**config.mk**
```make
export PLATFORM = sky130hd
export DESIGN_NAME = lcg48_ctrl
export DESIGN_NICKNAME = d
export VERILOG_FILES = /design/src/sv/lcg48_pkg.sv /design/src/sv/lcg48_ctrl.sv
export SDC_FILE = /design/constraint.sdc
export NUM_CORES = 1
export LEC_CHECK = 0
export BUFFER_PORTS_ARGS = -buffer_cell sky130_fd_sc_hd__buf_2
export CAP_MARGIN = 20
export CORE_MARGIN = 4
export CORE_UTILIZATION = 59
export DETAILED_ROUTE_END_ITERATION = 8
export PLACE_DENSITY = 0.91
export SYNTH_ARGS = -nofsm -noshare
export SYNTH_HDL_FRONTEND = slang
export SYNTH_SLANG_ARGS = --single-unit
```
**constraint.sdc**
```tcl
create_clock -name clk_i -period 5.2 [get_ports clk_i]
set_input_delay 0.26 -clock clk_i [delete_from_list [all_inputs] [get_ports clk_i]]
set_output_delay 0.26 -clock clk_i [all_outputs]
set_load 0.02 [all_outputs]
```
**src/sv/lcg48_pkg.sv**
```systemverilog
package lcg48_pkg;

  // Generator state width and the mask that keeps an advance in range.
  localparam int STATE_BITS = 48;
  localparam logic [63:0] STATE_MASK = (64'd1 << STATE_BITS) - 64'd1;

  // Field widths of the request, response and configuration items.
  localparam int KIND_W = 3;
  localparam int SEED_W = 64;
  localparam int BITS_W = 6;
  localparam int BOUND_W = 32;
  localparam int VALUE_W = 64;
  localparam int CFG_IDX_W = 4;
  localparam int CFG_DATA_W = 48;

  // Configuration register indexes and reset values.
  localparam logic [CFG_IDX_W-1:0] CFG_MULT = 4'd0;
  localparam logic [CFG_IDX_W-1:0] CFG_INC = 4'd1;
  localparam logic [CFG_DATA_W-1:0] MULT_RESET = 48'd25214903917;
  localparam logic [CFG_DATA_W-1:0] INC_RESET = 48'd11;

  // The advance multiplies in chunks of the old state, one chunk a cycle.
  localparam int CHUNK_W = 16;
  localparam int NCHUNK = (STATE_BITS + CHUNK_W - 1) / CHUNK_W;
  localparam int PLIER_W = NCHUNK * CHUNK_W;

  // Draw widths used by the different request kinds.
  localparam int DRAW_W = 32;
  localparam int SH_W = 6;
  localparam logic [BITS_W-1:0] DRAW_FULL = 6'd32;
  localparam logic [BITS_W-1:0] DRAW_BOUNDED = 6'd31;
  localparam logic [BITS_W-1:0] DRAW_DBL_HI = 6'd26;
  localparam logic [BITS_W-1:0] DRAW_DBL_LO = 6'd27;
  localparam int DBL_LO_W = 27;

  // Bounded draw: remainder divider and retry budget.
  localparam int DIV_STEPS = 31;
  localparam int REJECT_LIMIT = 1024;
  localparam int TRY_W = $clog2(REJECT_LIMIT);
  localparam int CNT_W = $clog2(DIV_STEPS > NCHUNK ? DIV_STEPS : NCHUNK);

  typedef enum logic [KIND_W-1:0] {
    KIND_SEED    = 3'd0,
    KIND_LOAD    = 3'd1,
    KIND_READ    = 3'd2,
    KIND_ADVANCE = 3'd3,
    KIND_BITS    = 3'd4,
    KIND_BOUNDED = 3'd5,
    KIND_LONG    = 3'd6,
    KIND_DOUBLE  = 3'd7
  } kind_e;

  typedef enum logic [3:0] {
    S_IDLE,
    S_DISPATCH,
    S_ADV_START,
    S_ADV_MUL,
    S_COMMIT,
    S_POW,
    S_DIV_INIT,
    S_DIV,
    S_TEST,
    S_FORM,
    S_OUT
  } ctrl_state_e;

  // Commands from the controller to the datapath.
  typedef struct packed {
    logic in_ready;
    logic seed_op;
    logic load_op;
    logic read_op;
    logic zero_res;
    logic adv_start;
    logic adv_step;
    logic adv_commit;
    logic second;
    logic pow_mul;
    logic div_start;
    logic div_step;
    logic rem_res;
    logic form_res;
    logic out_load;
  } cmd_t;

  // Status from the datapath to the controller.
  typedef struct packed {
    logic  in_valid;
    kind_e kind;
    logic  bound_ok;
    logic  pow2;
    logic  reject;
    logic  out_free;
  } status_t;

endpackage

```
**src/sv/lcg48_ctrl.sv**
```systemverilog
module lcg48_ctrl (
  input  logic               clk_i,
  input  logic               rst_ni,
  input  lcg48_pkg::status_t status_i,
  output lcg48_pkg::cmd_t    cmd_o
);

  lcg48_pkg::ctrl_state_e state_q, state_d;
  logic [lcg48_pkg::CNT_W-1:0] cnt_q, cnt_d;
  logic [lcg48_pkg::TRY_W-1:0] tries_q, tries_d;
  logic second_q, second_d;

  // State register, step counter, retry counter and second-draw flag.
  always_ff @(posedge clk_i or negedge rst_ni) begin
    if (!rst_ni) begin
      state_q  <= lcg48_pkg::S_IDLE;
      cnt_q    <= '0;
      tries_q  <= '0;
      second_q <= 1'b0;
    end else begin
      state_q  <= state_d;
      cnt_q    <= cnt_d;
      tries_q  <= tries_d;
      second_q <= second_d;
    end
  end

  // Next state and datapath commands.
  always_comb begin
    state_d      = state_q;
    cnt_d        = cnt_q;
    tries_d      = tries_q;
    second_d     = second_q;
    cmd_o        = '0;
    cmd_o.second = second_q;
    case (state_q)
      lcg48_pkg::S_IDLE: begin
        cmd_o.in_ready = 1'b1;
        if (status_i.in_valid) begin
          second_d = 1'b0;
          tries_d  = '0;
          state_d  = lcg48_pkg::S_DISPATCH;
        end
      end
      lcg48_pkg::S_DISPATCH: begin
        case (status_i.kind)
          lcg48_pkg::KIND_SEED: begin
            cmd_o.seed_op = 1'b1;
            state_d = lcg48_pkg::S_OUT;
          end
          lcg48_pkg::KIND_LOAD: begin
            cmd_o.load_op = 1'b1;
            state_d = lcg48_pkg::S_OUT;
          end
          lcg48_pkg::KIND_READ: begin
            cmd_o.read_op = 1'b1;
            state_d = lcg48_pkg::S_OUT;
          end
          lcg48_pkg::KIND_BOUNDED: begin
            // A bound of zero or below answers zero without advancing.
            if (status_i.bound_ok) begin
              state_d = lcg48_pkg::S_ADV_START;
            end else begin
              cmd_o.zero_res = 1'b1;
              state_d = lcg48_pkg::S_OUT;
            end
          end
          default: begin
            state_d = lcg48_pkg::S_ADV_START;
          end
        endcase
      end
      lcg48_pkg::S_ADV_START: begin
        cmd_o.adv_start = 1'b1;
        cnt_d = '0;
        state_d = lcg48_pkg::S_ADV_MUL;
      end
      lcg48_pkg::S_ADV_MUL: begin
        cmd_o.adv_step = 1'b1;
        if (cnt_q == lcg48_pkg::CNT_W'(lcg48_pkg::NCHUNK - 1)) begin
          state_d = lcg48_pkg::S_COMMIT;
        end else begin
          cnt_d = cnt_q + 1'b1;
        end
      end
      lcg48_pkg::S_COMMIT: begin
        cmd_o.adv_commit = 1'b1;
        case (status_i.kind)
          lcg48_pkg::KIND_BOUNDED: begin
            state_d = status_i.pow2 ? lcg48_pkg::S_POW : lcg48_pkg::S_DIV_INIT;
          end
          lcg48_pkg::KIND_LONG, lcg48_pkg::KIND_DOUBLE: begin
            // These kinds take a second draw before the result is formed.
            if (second_q) begin
              state_d = lcg48_pkg::S_FORM;
            end else begin
              second_d = 1'b1;
              state_d = lcg48_pkg::S_ADV_START;
            end
          end
          default: begin
            state_d = lcg48_pkg::S_FORM;
          end
        endcase
      end
      lcg48_pkg::S_POW: begin
        cmd_o.pow_mul = 1'b1;
        state_d = lcg48_pkg::S_OUT;
      end
      lcg48_pkg::S_DIV_INIT: begin
        cmd_o.div_start = 1'b1;
        cnt_d = '0;
        state_d = lcg48_pkg::S_DIV;
      end
      lcg48_pkg::S_DIV: begin
        cmd_o.div_step = 1'b1;
        if (cnt_q == lcg48_pkg::CNT_W'(lcg48_pkg::DIV_STEPS - 1)) begin
          state_d = lcg48_pkg::S_TEST;
        end else begin
          cnt_d = cnt_q + 1'b1;
        end
      end
      lcg48_pkg::S_TEST: begin
        // Accept the remainder, or draw again until the retry budget is spent.
        if (!status_i.reject ||
            tries_q == lcg48_pkg::TRY_W'(lcg48_pkg::REJECT_LIMIT - 1)) begin
          cmd_o.rem_res = 1'b1;
          state_d = lcg48_pkg::S_OUT;
        end else begin
          tries_d = tries_q + 1'b1;
          state_d = lcg48_pkg::S_ADV_START;
        end
      end
      lcg48_pkg::S_FORM: begin
        cmd_o.form_res = 1'b1;
        state_d = lcg48_pkg::S_OUT;
      end
      lcg48_pkg::S_OUT: begin
        if (status_i.out_free) begin
          cmd_o.out_load = 1'b1;
          state_d = lcg48_pkg::S_IDLE;
        end
      end
      default: begin
        state_d = lcg48_pkg::S_IDLE;
      end
    endcase
  end

endmodule

```
; Word level (Yosys, flattened, before mapping)
; Index checks and enable logic that the tools add are counted.
[word_totals]
ff_bits = 20
latchBits = 0
ramBits = 0
rom_bits = 0
inputBits = 10
out_inout_bits = 15
wordCells = 85
mem_count = 0
[op_classes]
add_sub_neg = 2
mul = 0
n_div = 0
order_cmp = 0
eq_ne = 26
n_shift = 0
mux = 38
bitwise = 0
n_reduce_logical = 15
[op_table]
columns = operator, n
row1 = one-hot mux 4 bit (10 select lines), 1
row2 = two-way mux 4 bit, 8
row3 = two-way mux 10 bit, 2
row4 = one-hot mux 10 bit (2 select lines), 1
row5 = two-way mux 1 bit, 19
row6 = equality test 4 x 3 -> 1 bit (second input constant), 4
row7 = != test 2 bit (second input constant), 8
row8 = one-hot mux 4 bit (2 select lines), 2
row9 = one-hot mux 5 bit (3 select lines), 1
row10 = equality test 4 bit (second input constant), 3
row11 = adder 10 x 1 -> 10 bit (second input constant), 1
row12 = equality test 10 bit (second input constant), 1
row13 = two-way mux 5 bit, 2
row14 = equality test 3 bit (second input constant), 3
row15 = AND reduction 3 bit, 3
row16 = equality test 4 x 2 -> 1 bit (second input constant), 2
row17 = OR reduction 2 bit, 3
row18 = adder 5 x 1 -> 5 bit (second input constant), 1
row19 = equality test 5 x 2 -> 1 bit (second input constant), 1
row20 = equality test 5 bit (second input constant), 1
row21 = equality test 4 x 1 -> 1 bit (second input constant), 1
row22 = zero test 4 bit, 1
row23 = AND reduction 4 bit, 1
row24 = nonzero test 2 bit, 2
row25 = 9 further kinds, 9

; Depth between registers and ports, before layout
; Gate-level depths: netlist of run 1.
[depth]
depth_word = 4
mapped_depth = 7
ltp_nobuf = 6

; Least setup slack after synthesis of run 1
; No wires, ideal clock.
[synth_path]
kind = flip-flop to flip-flop
startpoint = reg state_q[2]
endpoint = reg tries_q[0] in the netlist's numbering
setup_time_ps = 125
arrival_ps = 2097
required_time_ps = 5075
setup_slack_ps = 2978
path_stages_with_launch = 8
synth_period_minus_slack_ps = 2222
cell_sequence = dfrtp_1 buf_6 or4b_1 buf_6 nor4_4 o21bai_4 nor2_2 mux2_4
[synth_between]
elab_chain_len = 3
elab_cells_between_ends = 7
cone_classes = eq/ne (3) / mux (1) / reduce/logical (3)
[synth_rtl]
columns = element, line_no
row1 = start: declaration, lcg48_ctrl.sv:8  ; lcg48_pkg::ctrl_state_e state_q, state_d;
row2 = start signal: assignment, lcg48_ctrl.sv:16  ; state_q <= lcg48_pkg::S_IDLE;
row3 = start signal: assignment, lcg48_ctrl.sv:21  ; state_q <= state_d;
row4 = equality test 4 bit or zero test 4 bit (tied branches), lcg48_ctrl.sv:36  ; case (state_q)
row5 = != test 2 bit (no line) or nonzero test 2 bit (tied branches), --
row6 = AND reduction 3 bit (no line), --
row7 = end signal: assignment, lcg48_ctrl.sv:23  ; tries_q <= tries_d;
row8 = end: declaration, lcg48_ctrl.sv:10  ; logic [lcg48_pkg::TRY_W-1:0] tries_q, tries_d;
; Several ways; a longest one is shown, not always the timed one.
; A chain may end at the register's enable or synchronous reset.

==> results of run 1 <==
==> logic make-up after synthesis <==
| logic type | Yosys count | share of synthesized area [%] |
|---|---|---|
| flops | 20 | 35.2 |
| xor+xnor | 8 | 4.93 |
| simple gates | 85 | 32.5 |
| compound gates | 33 | 16.4 |
| mux | 2 | 1.85 |
| buf+inv | 18 | 6.42 |
| fa+ha+maj | 3 | 2.64 |
==> path summary, 6_finish.rpt <==
| check | startpoint | end | slack (ns) | cells after the start |
|---|---|---|---|---|
| setup / recovery | state_q[0] | cmd_o[2] | 2.29 | 4 |
| hold / removal | status_i[7] | second_q | 0.16 | 2 |
| setup reg to reg | state_q[0] | tries_q[0] | 2.62 | 5 |
| hold reg to reg | cnt_q[1] | cnt_q[1] | 0.56 | 2 |
| max in group asynchronous | rst_ni | cnt_q[3] | 4.44 | 2 |
| min in group asynchronous | rst_ni | tries_q[0] | 0.42 | 2 |
==> layout make-up <==
type | count | area [µm²] | area share, %
clock inverter | 1 | 30.0 | 1.92
inverter | 5 | 18.8 | 1.20
timing repair buffer | 25 | 130 | 8.30
clock buffer | 3 | 22.5 | 1.44
tap | 28 | 35.0 | 2.23
multi-input combinational | 131 | 831 | 53.0
sequential | 20 | 500 | 31.9
==> routing by layer <==
metal | GRT usage [%] | wire length [µm] | up-vias
met5 | 0 | 0 | -
met4 | 6.29 | 23 | 0
met3 | 5.20 | 171 | 4
met2 | 35.7 | 1670 | 40
met1 | 24.2 | 1300 | 613
li1 | - | - | 637
==> synth_stat cells (all sizes together), types with 2 or more instances <==
library cell / n
nand2b: 8
a22o: 2
ha: 3
or4b: 2
inv: 5
nand3: 8
buf: 6
a21oi: 5
o21ai: 8
nor2: 17
nor3b: 2
and2: 2
or2: 2
dfrtp: 20
clkbuf: 7
o32ai: 2
nor4: 4
o2111ai: 2
nand2: 15
mux2: 2
nand4: 3
or3: 2
xnor2: 7
nor3: 14
o21bai: 2
a31oi: 3
and4: 2
==> stage by stage <==
stage	worst slack [ns]	power (µW)	cells	instance area [µm²]	util [%]
final	2.29	681	213	1570	69.5
after global routing	2.11	729	213	1570	69.5
after CTS	2.27	683	213	1570	69.5
after floorplan	2.98	488	169	1420	-
after global placement	2.71	530	208	1510	66.8
after detailed placement	2.61	549	208	1510	66.8
==> worst register-to-register path, delay by kind of cell (launching register included) <==
kind | cells | cell delay (ns)
AO/OA/AOI/OAI | 1 | 0.25
flip-flops | 1 | 0.61
multiplexers | 1 | 0.29
AND/OR/NAND/NOR | 3 | 1.36
==> registers in the layout, indices dropped and copies added, names as in the netlist <==
name      count
tries_q      10
cnt_q         5
state_q       4
second_q      1
==> where the power goes <==
part | internal, µW | switching [µW]
clock | 78.1 | 53.5
combinational | 120 | 161
sequential | 187 | 81.7
==> cell usage in the layout, fill, tap and decap left out, types with 3 or more instances in the layout <==
master / synthesis / routed
o21ai_0: 8 / 8
nand4_1: 3 / 3
nand2_1: 15 / 15
nor2_1: 16 / 16
buf_2: 1 / 24
inv_1: 5 / 5
xnor2_1: 7 / 7
dfrtp_1: 20 / 20
nand3_1: 8 / 8
nand2b_1: 8 / 8
nor3_1: 14 / 14
a21oi_1: 5 / 5
a31oi_1: 3 / 3
clkbuf_4: 0 / 3
nor4_1: 3 / 3
ha_1: 3 / 3
==> what timing repair did <==
| action | 4_1_cts | 5_1_grt |
|---|---|---|
| setup buffers | 0 | 0 |
| hold buffers | 1 | 0 |
| hold endpoints to repair | 20 | 0 |
==> impl_metrics.ini, run 1 <==
[clock_tree]
cts_buffer_depth = 2
cts_sinks = 20
cts_tree = built
cts_buffers = 3
worst_setup_hold_path_clk_slew_ns = 0.13
clock_latency_ns = 0.32
htree_num_levels = 1
cts-root-buf = clkbuf_4
cts_resized = 0

[place]
routabilityCongestion = 0.842
dp_hpwl_mm = 2.34
portBuffers = 24

[logic_synthesis]
synth_nets = 182
synthCells = 169
synthArstFlopShare_pct = 100
avgSynthCellArea_um2 = 8.42
ys_top_cells_by_area = dfrtp_1, nor3_1, xnor2_1
ys_seq_area_share_pct = 35.2
synth-seq-cells = 20
ys.flop_type = dfrtp_1
synth_edf_count = 0
synth_top_area_cell = dfrtp_1
synthesis.area_um2 = 1420
yosysTopAreaCellShare_pct = 35.2
synth_cell_types = 49
yosys_warnings = 0

[grt]
antenna_found_initial = 0
grt_max_degree = 21
grt_pass1_wl_mm = 5.37
grt_use_total_pct = 20.3
first_global_vias = 1250
overflow = 0

[floorplanning]
io_pins = 25
row_count = 17
die_w_um = 57.1
die-area_um2 = 3260
die_height_um = 57.1
core_area_um2 = 2250
start_util_pct = 63.1

[worst_setup_path]
cpPeakStageDelay_ns = 0.77
critPathSlowestCell = or4b_1
crit_path_end_kind = output pin
crit_fanout = 20
worstPathRequired_ns = 4.94
cp_num_buf_inv = 1
path_class = flip-flop to output pin
worstPathArrival_ns = 2.65
cpLargestDelayFamily = simple AND/OR/NAND/NOR gates
path_cells = or4b_1, nor4_4, o21bai_4, buf_2
cp-start-kind = flip-flop

[sta]
max_freq_ghz = 0.344
setup_tns_ns = 0
final-hold-violation-count = 0
finalClockSkew_ns = 0.0211
hold_slack_ns = 0.163
period_share_pct = 55.9
worstMarginPinSlew_ns = 0.577
fin_crit_ns = 2.91
relSlewSlack_pct = 61.6
setup_viol = 0
rsz0062_at_grt = false
finalMaxSlewViolations = 0

[hold_path]
hold_path_class = input port to flip-flop

[routing]
dr.pass1.iters = 4
routed_wl_mm = 3.17
vias = 1294
drt-initial-drc-count = 78
wire_per_inst_um = 14.9
viasPerCell = 6.08
detail-route-antenna-nets = 0
drc = 0

[layout]
synthToLayoutAreaGrowth_pct = 10.2
drive_gt1_share_pct = 20.0
nFillCells = 184
antenna_cells = 0
final_net_count = 199

[flow_run]
drv_cap = 0

[power_and_ir_drop]
p_leak_uw = 0.000708
ir_drop_mv = 0.382
powerDensity_nw_per_um2 = 435

[run_status]
status = completed
Power figures use the tool's default switching activity.
==> inputs of run 2 (changes only) <==
- CORE_UTILIZATION: 59 -> 50
- PLACE_DENSITY: 0.91 -> 0.82
- clock period: 5.2 -> 2.3 ns (I/O delays scaled with it)
==> impl_metrics.ini, run 2 (synthesis gave the netlist of run 1 again) <==
[clock_tree]
cts_buffer_depth = 2
clock_latency_ns = 0.30
htree_num_levels = 1
worst_setup_hold_path_clk_slew_ns = 0.11
cts_buffers = 3
cts_setup_buffers = 0
cts_sinks = 20
cts_tree = built
cts-root-buf = clkbuf_4

[sta]
relSlewSlack_pct = 70.5
final-hold-violation-count = 0
period_share_pct = 96.4
setup_viol = 0
fin_crit_ns = 2.22
finalMaxSlewViolations = 0
finalWorstSetupSlack_ns = 0.0828
max_freq_ghz = 0.451
finalClockSkew_ns = 0.00390
rsz0062_at_grt = false
worstMarginPinSlew_ns = 0.442
setup_tns_ns = 0

[grt]
antenna_found_initial = 0
grt_use_total_pct = 18.2
grt_pass1_wl_mm = 5.22
first_global_vias = 1217
grt_max_degree = 21
overflow = 0

[routing]
vias = 1314
drc = 0
routed_wl_mm = 3.08
drt-initial-drc-count = 61
wire_per_inst_um = 13.9
dr.pass1.iters = 4
viasPerCell = 5.92
detail-route-antenna-nets = 0

[layout]
final_net_count = 205
regMostFlops = tries_q
multi_input_area_um2 = 838
reg_top3 = tries_q x10, cnt_q x5, state_q x4
layout_common_cells = buf_2, dfrtp_1, nor2_1, nand2_1, nor3_1
fin_util_pct = 58.8
regArea_um2 = 500
final_common_cell = buf_2
nFillCells = 233
drive_gt1_share_pct = 23.0
largest_reg_flops = 10
antenna_cells = 0
synthToLayoutAreaGrowth_pct = 13.0

[worst_setup_path]
cp-start-kind = flip-flop
worstPathArrival_ns = 2.10
path_class = flip-flop to output pin
rrSetupSlack_ns = 0.28
worstPathRequired_ns = 2.18
crit_path_end_kind = output pin
crit_fanout = 14

[power_and_ir_drop]
powerDensity_nw_per_um2 = 942
p_leak_uw = 0.000739
ir_drop_mv = 0.727

[floorplanning]
start_util_pct = 52.0
die_w_um = 61.3
core_area_um2 = 2730
row_count = 19
io_pins = 25
die-area_um2 = 3760
die_height_um = 61.3

[flow_run]
drv_cap = 0

[place]
portBuffers = 24
dp_hpwl_mm = 2.27
routabilityCongestion = 0.763
pre_cts_ws_ns = 0.307

[run_status]
status = completed

[hold_path]
hold_path_class = input port to flip-flop
run 2: routing by layer:
metal  GRT usage [%]  wire length (µm)  vias to the layer above
met5               0                 0                        -
met4            4.24                19                        0
met3            3.77               145                        2
met2            31.9              1530                       30
met1            22.9              1380                      634
li1                -                 -                      648
run 2: layout make-up:
type | count | area share [%]
flip-flops and latches | 20 | 31.1
well taps | 31 | 2.41
repair buffers | 31 | 10.9
inverters | 5 | 1.17
multi-input cells | 131 | 52.1
clock buffers | 4 | 2.26
run 2: worst paths after layout:
check / start / end / cells after the start
worst min register to register: cnt_q[0] / cnt_q[0] / 2
worst min-delay path: status_i[0] / state_q[3] / 2
worst max register to register: state_q[1] / tries_q[0] / 5
max in group asynchronous: rst_ni / cnt_q[3] / 2
worst max-delay path: state_q[1] / cmd_o[11] / 6
min in group asynchronous: rst_ni / tries_q[1] / 2
run 2: what timing repair did:
action | CTS | global route
endpoints found under the setup margin | 0 | 1
hold buffers | 1 | 0
resized for setup | 0 | 1
hold endpoints to repair | 20 | 0
run 2: power breakdown:
part,internal [µW],switching (µW)
logic,322,490
registers,425,72.4
clock network,96.5,108
run 2: critical path: stages (launching register included):
cell	delay, ns
dfrtp_1	0.40
buf_4	0.19
nand2b_4	0.17
or3_1	0.35
or2_2	0.32
nor3b_1	0.20
buf_2	0.19
run 2: metrics by stage:
step           cell area (µm²)  hold WS (ns)  total power [µW]  cells
5_1_grt                   1610        0.0229              1630    222
3_3_place_gp              1550        0.0820              1270    217
4_1_cts                   1600        0.0183              1500    222
6_report                  1610        0.0402              1510    222
2_1_floorplan             1420        -0.181              1100    169
3_5_place_dp              1550        0.0873              1290    217
==> inputs of run 3 (changes only) <==
- CTS_BUF_LIST: not set -> sky130_fd_sc_hd__clkbuf_16
==> impl_metrics.ini, run 3 (synthesis gave the netlist of run 1 again) <==
[sta]
setup_viol = 0
max_freq_ghz = 0.459
period_share_pct = 94.7
setup_tns_ns = 0
rsz0062_at_grt = false
worstMarginPinSlew_ns = 0.445
finalMaxSlewViolations = 0
relSlewSlack_pct = 70.3
hold_slack_ns = 0.102
final-hold-violation-count = 0
finalClockSkew_ns = 0.000997
fin_crit_ns = 2.18

[hold_path]
worstHoldStart = status_i[0]
hold_end = state_q[3]
hold_path_depth = 2
hold_path_class = input port to flip-flop

[clock_tree]
cts_tree = built
worst_setup_hold_path_clk_slew_ns = 0.05
cts_buffers = 3
cts-root-buf = clkbuf_16
clock_latency_ns = 0.25
cts_sinks = 20
cts_buffer_depth = 2
cts_setup_buffers = 0
htree_num_levels = 1

[worst_setup_path]
worstPathRequired_ns = 2.18
timing.rr.end = tries_q[0]
rr_worst_depth = 5
reg2reg_from = state_q[1]
rrSetupSlack_ns = 0.28
path_class = flip-flop to output pin
crit_path_end_kind = output pin
crit_fanout = 14
worstPathArrival_ns = 2.06
cp-start-kind = flip-flop

[place]
dp_hpwl_mm = 2.27
routabilityCongestion = 0.763
portBuffers = 24
post-place-cells = 217

[layout]
reg_top3 = tries_q x10, cnt_q x5, state_q x4
regMostFlops = tries_q
synthToLayoutAreaGrowth_pct = 15.5
nFillCells = 228
final_net_count = 205
layout_common_cells = buf_2, dfrtp_1, nor2_1, nand2_1, nor3_1
largest_reg_flops = 10
multi_input_area_um2 = 831
final_common_cell = buf_2
drive_gt1_share_pct = 22.0
layoutNonFillerInstCount = 222
regArea_um2 = 500
antenna_cells = 0

[grt]
antenna_found_initial = 0
grtUsageMet1_pct = 22.7
grt_use_total_pct = 18.5
overflow = 0
grt_pass1_wl_mm = 5.29
globalRouteMet2Util_pct = 32.9
grt_max_degree = 21
top_usage_layer = met2
first_global_vias = 1222
met3_usage_pct = 3.77

[floorplanning]
core_area_um2 = 2730
die_w_um = 61.3
io_pins = 25
start_util_pct = 52.0
die-area_um2 = 3760
die_height_um = 61.3
row_count = 19

[power_and_ir_drop]
p_leak_uw = 0.000749
powerDensity_nw_per_um2 = 1010
ir_drop_mv = 0.726

[routing]
wire_per_inst_um = 13.9
dr.pass1.iters = 4
drt-initial-drc-count = 55
drc = 0
routed_wl_mm = 3.09
vias = 1319
viasPerCell = 5.94
detail-route-antenna-nets = 0

[flow_run]
drv_cap = 0

[run_status]
status = completed
-- run 3: cell count changes in the layout (fill, tap and decap cells not counted) --
cell       delta
nand2b_1      +1
clkinv_1      +1
clkbuf_4      -3
clkbuf_8      -1
clkbuf_16     +3
nand2b_4      -1
-- run 3: final cells by class --
cell class | instances | area share, %
Clock buffer | 3 | 4.57
Clock inverter | 1 | 0.228
Inverter | 5 | 1.14
Multi-Input combinational cell | 131 | 50.6
Sequential cell | 20 | 30.5
Tap cell | 31 | 2.36
Timing Repair Buffer | 31 | 10.7
-- run 3: worst max-delay path by stage --
stage | end | slack [ns] | startpoint | cells past startpoint
after global routing | cmd_o[11] | 0.05 | state_q[1] | 6
final | cmd_o[11] | 0.12 | state_q[1] | 6
after detailed placement | tries_q[0] | 0.31 | state_q[1] | 5
after global placement | tries_q[0] | 0.35 | state_q[1] | 5
after CTS | cmd_o[11] | 0.12 | state_q[1] | 6
after floorplan | tries_q[0] | 0.08 | state_q[2] | 7
-- run 3: power by group --
part	internal, µW	switching, µW	leakage (µW)
clock network	231	124	0.0000385
registers	426	73.9	0.000262
logic	314	488	0.000448
-- run 3: worst max-delay path: stages (launching register included) --
cell and delay (ns):
dfrtp_1 0.37, buf_4 0.18, nand2b_1 0.21, or3_1 0.35, or2_2 0.31, nor3b_1 0.19, buf_2 0.19
-- run 3: layer usage --
layer | wire (µm) | part of all wire, %
met1 | 1440 | 47
met2 | 1510 | 49
met3 | 111 | 3.6
met4 | 27 | 0.87
met5 | 0 | 0
-- run 3: timing repair --
| item | CTS | global route |
|---|---|---|
| endpoints found under the hold margin | 20 | 0 |
| hold buffers | 1 | 0 |
| gates resized for setup | 0 | 0 |
-- run 3: metrics by stage --
step	utilization (%)	setup WS, ns	instance area [µm²]	total power (µW)
detailed placement	56.8	0.307	1550	1290
floorplan	-	0.0778	1420	1100
CTS	60.1	0.124	1640	1660
global route	60.1	0.0498	1640	1770
finish	60.1	0.122	1640	1660
global placement	56.8	0.353	1550	1270
